===== src/hdl/tss_pkg.sv =====
// Shared types and constants of the TDMA slot scheduler.
package tss_pkg;

    localparam int MAX_NODES = 64;
    localparam int TBL_AW    = (MAX_NODES > 1) ? $clog2(MAX_NODES) : 1;
    localparam int CNT_W     = 7;
    localparam int DEST_W    = 8;
    localparam int ID_W      = 6;

    localparam logic [DEST_W-1:0] DEST_BCAST = 8'd255;
    localparam logic [DEST_W-1:0] DEST_NONE  = 8'd254;

    typedef enum logic [2:0] {
        CMD_TICK     = 3'd0,
        CMD_PRE_WR   = 3'd1,
        CMD_RX_START = 3'd2,
        CMD_RX_END   = 3'd3,
        CMD_TX_END   = 3'd4
    } cmd_t;

    typedef enum logic [1:0] {
        CFG_NODE_ID      = 2'd0,
        CFG_OWN_SLOT     = 2'd1,
        CFG_ACTIVE_NODES = 2'd2
    } cfg_idx_t;

    // Table write port
    typedef struct packed {
        logic              en;
        logic [TBL_AW-1:0] addr;
        logic [DEST_W-1:0] data;
    } tbl_wr_t;

    // Request held between the table read and the state update
    typedef struct packed {
        logic [2:0]        cmd;
        logic              tx_pending;
        logic [DEST_W-1:0] dest;
        logic              preamble;
        logic              is_own;
        logic              in_range;
        logic [CNT_W-1:0]  slot_now;
    } s1_req_t;

endpackage


===== src/hdl/tdma_slot_scheduler_unit.sv =====
// Top level of the TDMA slot scheduler.
//
//  channel  direction  handshake            payload
//  s_       in         s_tvalid / s_tready  s_tuser cmd, s_tdata pending/dest/slot_sel
//  m_       out        m_tvalid / m_tready  m_tdata flags and slot_now
//  cfg_     in         cfg_valid/cfg_ready  cfg_index, cfg_data
//
// One request per cycle unless the output stalls; the table read is issued at acceptance,
// and state is updated as a request moves from the request to the result register.
// Table writes and reads happen in request order at acceptance; a request
// either writes the table or uses its read, never both in one cycle.
// Output register stalls hold the back stage, and the input stalls only
// when both stages are full.
// Reset is synchronous; the table valid bits clear at once, no sweep.
module tdma_slot_scheduler_unit
    import tss_pkg::*;
(
    input  logic        aclk,
    input  logic        aresetn,
    input  logic        s_tvalid,
    output logic        s_tready,
    input  logic [2:0]  s_tuser,   // [2:0] cmd
    input  logic [15:0] s_tdata,   // [0] tx_pending, [8:1] dest, [14:9] slot_sel, [15] zero
    output logic        m_tvalid,
    input  logic        m_tready,
    output logic [15:0] m_tdata,   // [0] radio_on, [1] send_start, [2] deliver_up,
                                   // [3] drop_frame, [4] rx_error, [11:5] slot_now, rest zero
    input  logic        cfg_valid,
    output logic        cfg_ready,
    input  logic [1:0]  cfg_index,
    input  logic [6:0]  cfg_data
);

    logic [ID_W-1:0]   node_id_reg, own_slot_reg;
    logic [CNT_W-1:0]  active_reg;
    logic              accept, advance, s1_valid;
    s1_req_t           s1;
    tbl_wr_t           wr;
    logic [TBL_AW-1:0] rd_addr;
    logic [DEST_W-1:0] rd_data;

    assign cfg_ready = 1'b1;

    always_ff @(posedge aclk) begin
        if (!aresetn) begin
            node_id_reg  <= '0;
            own_slot_reg <= '0;
            active_reg   <= CNT_W'(1);
        end else if (cfg_valid) begin
            case (cfg_idx_t'(cfg_index))
                CFG_NODE_ID:      node_id_reg  <= cfg_data[ID_W-1:0];
                CFG_OWN_SLOT:     own_slot_reg <= cfg_data[ID_W-1:0];
                CFG_ACTIVE_NODES: active_reg   <= cfg_data;
                default: begin
                end
            endcase
        end
    end

    assign s_tready = !s1_valid || advance;
    assign accept   = s_tvalid && s_tready;

    tss_seq u_seq (
        .aclk         (aclk),
        .aresetn      (aresetn),
        .accept       (accept),
        .cmd          (s_tuser),
        .tx_pending   (s_tdata[0]),
        .dest         (s_tdata[8:1]),
        .slot_sel     (s_tdata[14:9]),
        .own_slot     (own_slot_reg),
        .active_nodes (active_reg),
        .advance      (advance),
        .s1_valid     (s1_valid),
        .s1           (s1),
        .wr           (wr),
        .rd_addr      (rd_addr)
    );

    tss_table u_table (
        .aclk    (aclk),
        .aresetn (aresetn),
        .wr      (wr),
        .rd_en   (accept),
        .rd_addr (rd_addr),
        .rd_data (rd_data)
    );

    tss_ctrl u_ctrl (
        .aclk     (aclk),
        .aresetn  (aresetn),
        .s1_valid (s1_valid),
        .s1       (s1),
        .rd_data  (rd_data),
        .node_id  (node_id_reg),
        .m_tready (m_tready),
        .advance  (advance),
        .m_tvalid (m_tvalid),
        .m_tdata  (m_tdata)
    );

endmodule


===== src/hdl/tss_table.sv =====
// Preamble table memory with per-entry valid bits and registered read.
module tss_table
    import tss_pkg::*;
(
    input  logic              aclk,
    input  logic              aresetn,
    input  tbl_wr_t           wr,
    input  logic              rd_en,
    input  logic [TBL_AW-1:0] rd_addr,
    output logic [DEST_W-1:0] rd_data
);

    logic [DEST_W-1:0]    mem [MAX_NODES];
    logic [MAX_NODES-1:0] valid_reg;
    logic [DEST_W-1:0]    rd_data_reg;
    logic                 rd_valid_reg;

    always_ff @(posedge aclk) begin
        if (wr.en) begin
            mem[wr.addr] <= wr.data;
        end
        if (rd_en) begin
            rd_data_reg <= mem[rd_addr];
        end
    end

    always_ff @(posedge aclk) begin
        if (!aresetn) begin
            valid_reg    <= '0;
            rd_valid_reg <= 1'b0;
        end else begin
            if (wr.en) begin
                valid_reg[wr.addr] <= 1'b1;
            end
            if (rd_en) begin
                rd_valid_reg <= valid_reg[rd_addr];
            end
        end
    end

    // Entries never written read as "nothing to send"
    assign rd_data = rd_valid_reg ? rd_data_reg : DEST_NONE;

endmodule


===== src/hdl/tss_seq.sv =====
// Front stage: slot counter, table address and write, request register.
module tss_seq
    import tss_pkg::*;
(
    input  logic              aclk,
    input  logic              aresetn,
    input  logic              accept,
    input  logic [2:0]        cmd,
    input  logic              tx_pending,
    input  logic [DEST_W-1:0] dest,
    input  logic [ID_W-1:0]   slot_sel,
    input  logic [ID_W-1:0]   own_slot,
    input  logic [CNT_W-1:0]  active_nodes,
    input  logic              advance,
    output logic              s1_valid,
    output s1_req_t           s1,
    output tbl_wr_t           wr,
    output logic [TBL_AW-1:0] rd_addr
);

    logic [CNT_W-1:0] cnt_reg, cnt_next;
    logic             first_reg, first_next;
    logic             s1_valid_reg, s1_valid_next;
    s1_req_t          s1_reg, s1_next;
    logic             is_tick, preamble;
    logic             own_ok, sel_ok;

    assign is_tick  = (cmd_t'(cmd) == CMD_TICK);
    assign preamble = is_tick && (first_reg || cnt_reg == active_nodes);
    assign own_ok   = 9'(own_slot) < 9'(MAX_NODES);
    assign sel_ok   = 9'(slot_sel) < 9'(MAX_NODES);

    always_comb begin
        cnt_next   = cnt_reg;
        first_next = first_reg;
        if (accept && is_tick) begin
            if (preamble) begin
                cnt_next   = '0;
                first_next = 1'b0;
            end else begin
                cnt_next = cnt_reg + 1'b1;
            end
        end
    end

    // Preamble ticks and preamble writes write the table; every accepted request also reads it
    always_comb begin
        wr.en   = 1'b0;
        wr.addr = TBL_AW'(own_slot);
        wr.data = tx_pending ? dest : DEST_NONE;
        if (accept) begin
            if (preamble) begin
                wr.en = own_ok;
            end else if (cmd_t'(cmd) == CMD_PRE_WR) begin
                wr.en   = sel_ok;
                wr.addr = TBL_AW'(slot_sel);
                wr.data = dest;
            end
        end
    end

    assign rd_addr = TBL_AW'(cnt_reg);

    always_comb begin
        s1_next            = s1_reg;
        s1_next.cmd        = cmd;
        s1_next.tx_pending = tx_pending;
        s1_next.dest       = dest;
        s1_next.preamble   = preamble;
        s1_next.is_own     = (cnt_reg == CNT_W'(own_slot));
        s1_next.in_range   = 9'(cnt_reg) < 9'(MAX_NODES);
        s1_next.slot_now   = cnt_next;
        s1_valid_next      = accept ? 1'b1 : (advance ? 1'b0 : s1_valid_reg);
    end

    always_ff @(posedge aclk) begin
        if (!aresetn) begin
            cnt_reg      <= '0;
            first_reg    <= 1'b1;
            s1_valid_reg <= 1'b0;
        end else begin
            cnt_reg      <= cnt_next;
            first_reg    <= first_next;
            s1_valid_reg <= s1_valid_next;
        end
    end

    always_ff @(posedge aclk) begin
        if (accept) begin
            s1_reg <= s1_next;
        end
    end

    assign s1_valid = s1_valid_reg;
    assign s1       = s1_reg;

endmodule


===== src/hdl/tss_ctrl.sv =====
// Back stage: radio and busy state update, result register.
module tss_ctrl
    import tss_pkg::*;
(
    input  logic              aclk,
    input  logic              aresetn,
    input  logic              s1_valid,
    input  s1_req_t           s1,
    input  logic [DEST_W-1:0] rd_data,
    input  logic [ID_W-1:0]   node_id,
    input  logic              m_tready,
    output logic              advance,
    output logic              m_tvalid,
    output logic [15:0]       m_tdata
);

    logic radio_reg, radio_next;
    logic tx_reg, tx_next;
    logic rx_reg, rx_next;
    logic err_reg, err_next;
    logic m_valid_reg, m_valid_next;
    logic [15:0] m_data_reg, m_data_next;
    logic send, deliver, drop, err_out;
    logic [DEST_W-1:0] entry;
    logic addr_me;

    assign advance = s1_valid && (!m_valid_reg || m_tready);
    assign entry   = s1.in_range ? rd_data : DEST_NONE;
    assign addr_me = (s1.dest == DEST_BCAST) || (s1.dest == DEST_W'(node_id));

    always_comb begin
        radio_next = radio_reg;
        tx_next    = tx_reg;
        rx_next    = rx_reg;
        err_next   = err_reg;
        send       = 1'b0;
        deliver    = 1'b0;
        drop       = 1'b0;
        err_out    = 1'b0;
        case (cmd_t'(s1.cmd))
            CMD_TICK: begin
                if (s1.preamble) begin
                    radio_next = 1'b1;
                end else if (s1.is_own) begin
                    if (entry != DEST_NONE) begin
                        if (s1.tx_pending && !tx_reg && !rx_reg) begin
                            tx_next    = 1'b1;
                            radio_next = 1'b1;
                            send       = 1'b1;
                        end
                    end else begin
                        radio_next = 1'b0;
                    end
                end else begin
                    radio_next = (entry == DEST_W'(node_id)) || (entry == DEST_BCAST);
                end
            end
            CMD_RX_START: begin
                if (radio_reg && !rx_reg) begin
                    rx_next  = 1'b1;
                    err_next = tx_reg;
                end
            end
            CMD_RX_END: begin
                if (rx_reg) begin
                    rx_next    = 1'b0;
                    radio_next = 1'b0;
                    err_next   = 1'b0;
                    if (addr_me) begin
                        deliver = 1'b1;
                        err_out = err_reg;
                    end else begin
                        drop = 1'b1;
                    end
                end
            end
            CMD_TX_END: begin
                if (tx_reg) begin
                    tx_next    = 1'b0;
                    radio_next = 1'b0;
                end
            end
            default: begin
                // preamble writes and unknown codes leave the state alone
            end
        endcase
    end

    always_comb begin
        m_valid_next = m_valid_reg;
        m_data_next  = m_data_reg;
        if (advance) begin
            m_valid_next = 1'b1;
            m_data_next  = {4'b0, s1.slot_now, err_out, drop, deliver, send, radio_next};
        end else if (m_tready) begin
            m_valid_next = 1'b0;
        end
    end

    always_ff @(posedge aclk) begin
        if (!aresetn) begin
            radio_reg   <= 1'b0;
            tx_reg      <= 1'b0;
            rx_reg      <= 1'b0;
            err_reg     <= 1'b0;
            m_valid_reg <= 1'b0;
        end else begin
            if (advance) begin
                radio_reg <= radio_next;
                tx_reg    <= tx_next;
                rx_reg    <= rx_next;
                err_reg   <= err_next;
            end
            m_valid_reg <= m_valid_next;
        end
    end

    always_ff @(posedge aclk) begin
        m_data_reg <= m_data_next;
    end

    assign m_tvalid = m_valid_reg;
    assign m_tdata  = m_data_reg;

endmodule


===== config.mk =====
export PLATFORM = sky130hd
export DESIGN_NAME = tdma_slot_scheduler_unit
export DESIGN_NICKNAME = d
export VERILOG_FILES = /design/src/hdl/tss_pkg.sv /design/src/hdl/tdma_slot_scheduler_unit.sv /design/src/hdl/tss_table.sv /design/src/hdl/tss_seq.sv /design/src/hdl/tss_ctrl.sv
export SDC_FILE = /design/constraint.sdc
export NUM_CORES = 1
export LEC_CHECK = 0
export BUFFER_PORTS_ARGS = -buffer_cell sky130_fd_sc_hd__clkbuf_2
export CAP_MARGIN = 10
export CORE_MARGIN = 2
export CORE_UTILIZATION = 45
export DETAILED_ROUTE_END_ITERATION = 7
export PLACE_DENSITY = 0.59
export SYNTH_ARGS = -nofsm -noshare
export SYNTH_HDL_FRONTEND = slang
export SYNTH_SLANG_ARGS = --single-unit

===== constraint.sdc =====
create_clock -name aclk -period 4.81 [get_ports aclk]
set_input_delay 0.7215 -clock aclk [delete_from_list [all_inputs] [get_ports aclk]]
set_output_delay 0.7215 -clock aclk [all_outputs]
set_load 0.01 [all_outputs]

Word level (Yosys, flattened, before mapping)
Memories as Yosys holds them, arrays and structs flattened. A register that Yosys moved wholly into a read port is not among the register bits.
Index checks and enable logic that the tools add are counted.
{ "word_totals": {"ff_bits": 132, "mem_bits_rw": 512, "output_inout_bits": 19, "n_memories": 1} }
{ "memory_table": {"columns": ["name", "words", "word_bits", "read_ports", "rd_ports_with_merged_regs", "wr", "line_no", "rtl"], "rows": [
  ["u_table.mem", 64, 8, 1, 1, 1, "tss_table.sv:13", "logic [DEST_W-1:0] mem [MAX_NODES];"]
]} }
{ "classes": {"addsub": 1, "order_cmp": 4, "eq_ne": 19, "muxes": 39, "n_bitwise": 4, "reduce_logical": 34} }
{ "ops": {"columns": ["op", "count"], "rows": [
  ["64-bit OR", 1],
  ["15-bit two-way mux", 2],
  ["1-bit two-way mux", 25],
  ["8-bit two-way mux", 3],
  ["8-bit by 6-bit equality test with 1-bit output", 2],
  ["8-bit equality test (second input constant)", 2],
  ["6-bit by 7-bit less-than comparator with 1-bit output (second input constant)", 2],
  ["14-bit two-way mux", 1],
  ["7-bit two-way mux", 2],
  ["2-bit AND reduction", 5],
  ["1-bit logical AND", 8],
  ["2-bit by 1-bit inequality test with 1-bit output (second input constant)", 4],
  ["8-bit inequality test (second input constant)", 1],
  ["2-bit nonzero test", 4],
  ["7-bit by 1-bit adder with 7-bit output (second input constant)", 1],
  ["7-bit by 6-bit equality test with 1-bit output", 1],
  ["7-bit equality test", 1],
  ["7-bit less-than comparator (second input constant)", 1],
  ["1-bit binary-select mux with 6-bit select", 1],
  ["1-bit demux with 6-bit select", 1],
  ["3-bit by 2-bit equality test with 1-bit output (second input constant)", 2],
  ["6-bit by 1-bit >= comparator with 1-bit output (second input constant)", 1],
  ["3-bit logical NOT", 2],
  ["1-bit one-hot mux with 2 select lines", 3],
  ["other kinds (14)", 25]
]} }

Logic depth before layout (Yosys ltp)
{ "depth": {"word_depth": 11, "ltp_mapped": 10} }

Hierarchy
Synthesis repeated with hierarchy kept, for this count alone.
{ "hier_totals": {"hier_cells": 1342, "area_unflattened_um2": 25704.7} }
{ "modules_own_cells": {"columns": ["module", "n_inst", "cells_per_inst", "area_each_um2", "seq_area_each_um2"], "rows": [
  ["tss_table", 1, 1039, 22472.8, 16916.2],
  ["tss_seq", 1, 125, 1486.4, 840.8],
  ["tss_ctrl", 1, 101, 999.7, 460.4],
  ["tdma_slot_scheduler_unit", 1, 77, 745.7, 380.4]
]} }

Worst setup path before layout
OpenSTA, ideal clock, no wires.
{ "synth_timing": {"kind": "input to register", "start": "input port m_tready", "end": "memory u_table.mem[0][0] (enable)", "setup_ps": 370, "arrival_ps": 3904, "required_ps": 4440, "slack_ps": 536, "cell_stages": 6, "n_path_buf": 0, "path_cell_list": "nor2b_1 a21oi_1 nand2_1 o32ai_4 nand2_1 nor2_1"} }
{ "synth_via": {"elab_chain_len": 7} }
{ "synth_rtl": {"columns": ["item", "line_no", "rtl"], "rows": [
  ["start: declaration", "tdma_slot_scheduler_unit.sv:25", "input logic m_tready,"],
  ["1-bit logical OR (*)", "tss_ctrl.sv:27", "assign advance = s1_valid && (!m_valid_reg || m_tready);"],
  ["1-bit logical AND (*)", "tss_ctrl.sv:27", null],
  ["1-bit logical OR (*)", "tdma_slot_scheduler_unit.sv:60", "assign s_tready = !s1_valid || advance;"],
  ["1-bit logical AND (*)", "tdma_slot_scheduler_unit.sv:61", "assign accept = s_tvalid && s_tready;"],
  ["net accept", "tdma_slot_scheduler_unit.sv:36", "logic accept, advance, s1_valid;"],
  ["15-bit two-way mux (*)", "tss_seq.sv:51", "if (accept) begin"],
  ["1-bit two-way mux", "tss_table.sv:19", "if (wr.en) begin"],
  ["1-bit two-way mux (not written as such)", "tss_table.sv:20", "mem[wr.addr] <= wr.data;"],
  ["end: declaration", "tss_table.sv:13", null]
]} }
Mark *: on every way through the listed nets, which the timed path passes. The rest lies on a longest branch.

==> metrics.md <==
| Metric | Value |
|---|---|
| Outcome | `finished clean` |
| DR vias/cell | `5.67` |
| Vias | `roughly 13k` |
| Initial Utilization | `45.6%` |
| RSZ-0062 raised after global routing | `no` |
| Worst-path clk slew | `0.06 ns` |
| DP Area | `0.0269 mm2` |
| Critical Path RT | `5.14 ns` |
| WL final | `59.4 mm` |
| Async S/R FF share, synth | `0%` |
| Global-route wire length before repair | `between 80 and 90 mm` |
| Total CTS buffers | `68` |
| F_max | `around 290 MHz` |
| Die Area | `0.0590 mm2` |
| Initial antenna violation count | `0` |
| Post-CTS sizing | `0` |
| Slowest CP cell | `buf_4` |
| Input/output buffers | `45` |
| Pins Over Slew Limit | `0` |
| Pre-CTS worst setup slack | `0.874 ns` |
| Placed cell count | `2202` |
| Fin nets | `approximately 1.6k` |
| Number of H-tree levels | `3` |
| Fill count | `4610` |
| Clock sinks | `652` |
| Final hold violations | `0` |
| Max-cap violations | `0` |
| CP Cell Sequence | `buf_4, buf_4, mux4_2, mux4_2, o22ai_1, nor2_1` |
| Min setup slack post-route | `1.31 ns` |
| Power per cell area | `between 300 and 400 mW/mm2` |
| Post-route cell area | `0.0290 mm2` |
| Post-Layout Cell Count | `2323` |
| Cell Rows | `87` |
| Die width | `about 240 um` |
| TritonCTS clock tree | `done` |
| Share of layout cells above drive strength 1 | `between 20% and 30%` |
| Number of flip-flops in the largest register | `slightly above 500` |
| CP Class | `register to register` |
| # setup viols final | `0` |
| Largest net degree at the start of global routing | `around 130` |
| Final Cycle Share | `72.7%` |
| DRC violations left | `0` |
| Vias in the first global route | `13.4k` |
| Peak VDD IR | `314 uV` |
| DR WL/cell | `25.5 um` |
| All-Layer GR Usage | `20.5%` |
| GPL Wtd Cong | `about 0.82` |
| Crit path max-delay family | `buffers and inverters` |
| Slowest stage delay, CP | `0.79 ns` |
| Leakage | `9.02 nW` |
| Setup Skew | `0.0212 ns` |
| Root Buffer Master | `clkbuf_16` |
| CP startpoint kind | `register` |
| Area grow syn2layout | `12.9%` |
| Max-slew headroom | `33.5%` |
| Worst skew pair latency | `0.60 ns` |
| Tmin final | `3.50 ns` |
| # hold bufs at CTS | `0` |
| Die Span Y | `243 um` |
| ANT cells | `0` |
| Slew @ Worst Pin | `0.997 ns` |
| Crit path max fanout | `47` |
| Drt first pass iters | `5` |
| Setup_tns | `0 ns` |
| Grt ovf | `0` |
| Post-synth EDFFs | `about 550` |
| Buf+Inv Stages, Crit Path | `2` |
| Number of synthesized register bits | `about 650` |
| Layout Utilization | `51.4%` |
| Max clock buf depth | `3` |
| CP endpoint kind | `register` |
| Smallest hold slack | `roughly 0.32 ns` |
| Synth Instances | `1427` |
| Yosys Warn Count | `0` |
| Total power | `11.4 mW` |
| Final HPWL DP | `36.3 mm` |
| Hold crit path type | `input pin to register` |
| Seq/Total Area, Yosys | `72.4%` |
| IO Pins | `52` |
| Synth Area per Inst | `18.0 um2` |
| Core Area | `0.0564 mm2` |
| First DRT Iteration DRCs | `~1.2k` |
| Top_reg_cell synth | `edfxtp_1` |
| Synth cell types | `between 50 and 60` |
| Postcts setup bufs | `0` |
| Synthesized area | `approximately 0.026 mm2` |
| Routed Antenna Nets | `0` |
| WP data arrival | `between 3 and 4 ns` |
-- where the power goes --
group	switching, mW	total (mW)	leakage [nW]	internal, mW
Clock	2.13	4.92	1.00	2.79
Sequential	0.0217	6.19	5.77	6.16
Combinational	0.193	0.263	2.25	0.0706
Total	2.34	11.4	9.02	9.02
-- area by class of cell --
type                    instances  area (um2)  share of cell area [%]
well taps                     756         946                    3.26
clock inverters                30         216                   0.747
repair buffers                 98         661                    2.28
inverters                      11        41.3                   0.142
flip-flops and latches        652       18600                    64.2
multi-input cells             685        6690                    23.1
clock buffers                  91        1830                    6.31
-- placed cells by master, fill, tap and decap left out, types with 34 or more instances in the layout --
cell type,instances
buf_4,50
nor2b_1,34
clkbuf_16,70
mux4_2,165
dfxtp_1,95
clkbuf_2,44
nand2_1,96
nor2_1,84
o21ai_0,81
edfxtp_1,554
-- final timing paths --
check                                       from                     end  slack, ns  cells past startpoint
worst max-delay path            u_seq.cnt_reg[2]  u_table.rd_data_reg[6]       1.31                      6
worst min-delay path                  s_tdata[7]            u_seq.s1[16]       0.32                      1
worst max register to register  u_seq.cnt_reg[2]  u_table.rd_data_reg[6]       1.31                      6
worst min register to register       u_seq.s1[6]      u_ctrl.m_tdata[11]       0.42                      0
-- cells in the mapped netlist (all sizes together), types with 15 or more instances --
cell    number  share of area, %
a21oi       18              0.35
buf         42              0.93
clkbuf      40              0.58
dfxtp       98               7.6
edfxtp     554                65
mux2i       33               1.3
mux4       165                14
nand2       96               1.4
nand3       15              0.29
nor2        84               1.2
nor2b       35              0.85
o21ai       82               1.6
o22ai       17              0.41
-- routing by layer --
layer / track usage (%) / wire length (um)
met5: 0 / 0
met4: 6.48 / 1830
met3: 4.75 / 3650
met2: 32.1 / 28200
met1: 28.6 / 25700
-- logic make-up after synthesis --
group,count (synthesis),share of synthesized area (%)
other,2,0.0292
xor gates and xnor gates,22,0.750
DFF,652,72.4
adders and majority gates,1,0.0487
and+or+nand+nor,298,5.53
buffers and inverters,93,1.68
muxes,199,15.8
AOI/OAI and AO/OA,160,3.76
No activity file was read; power rests on OpenSTA's default activity.
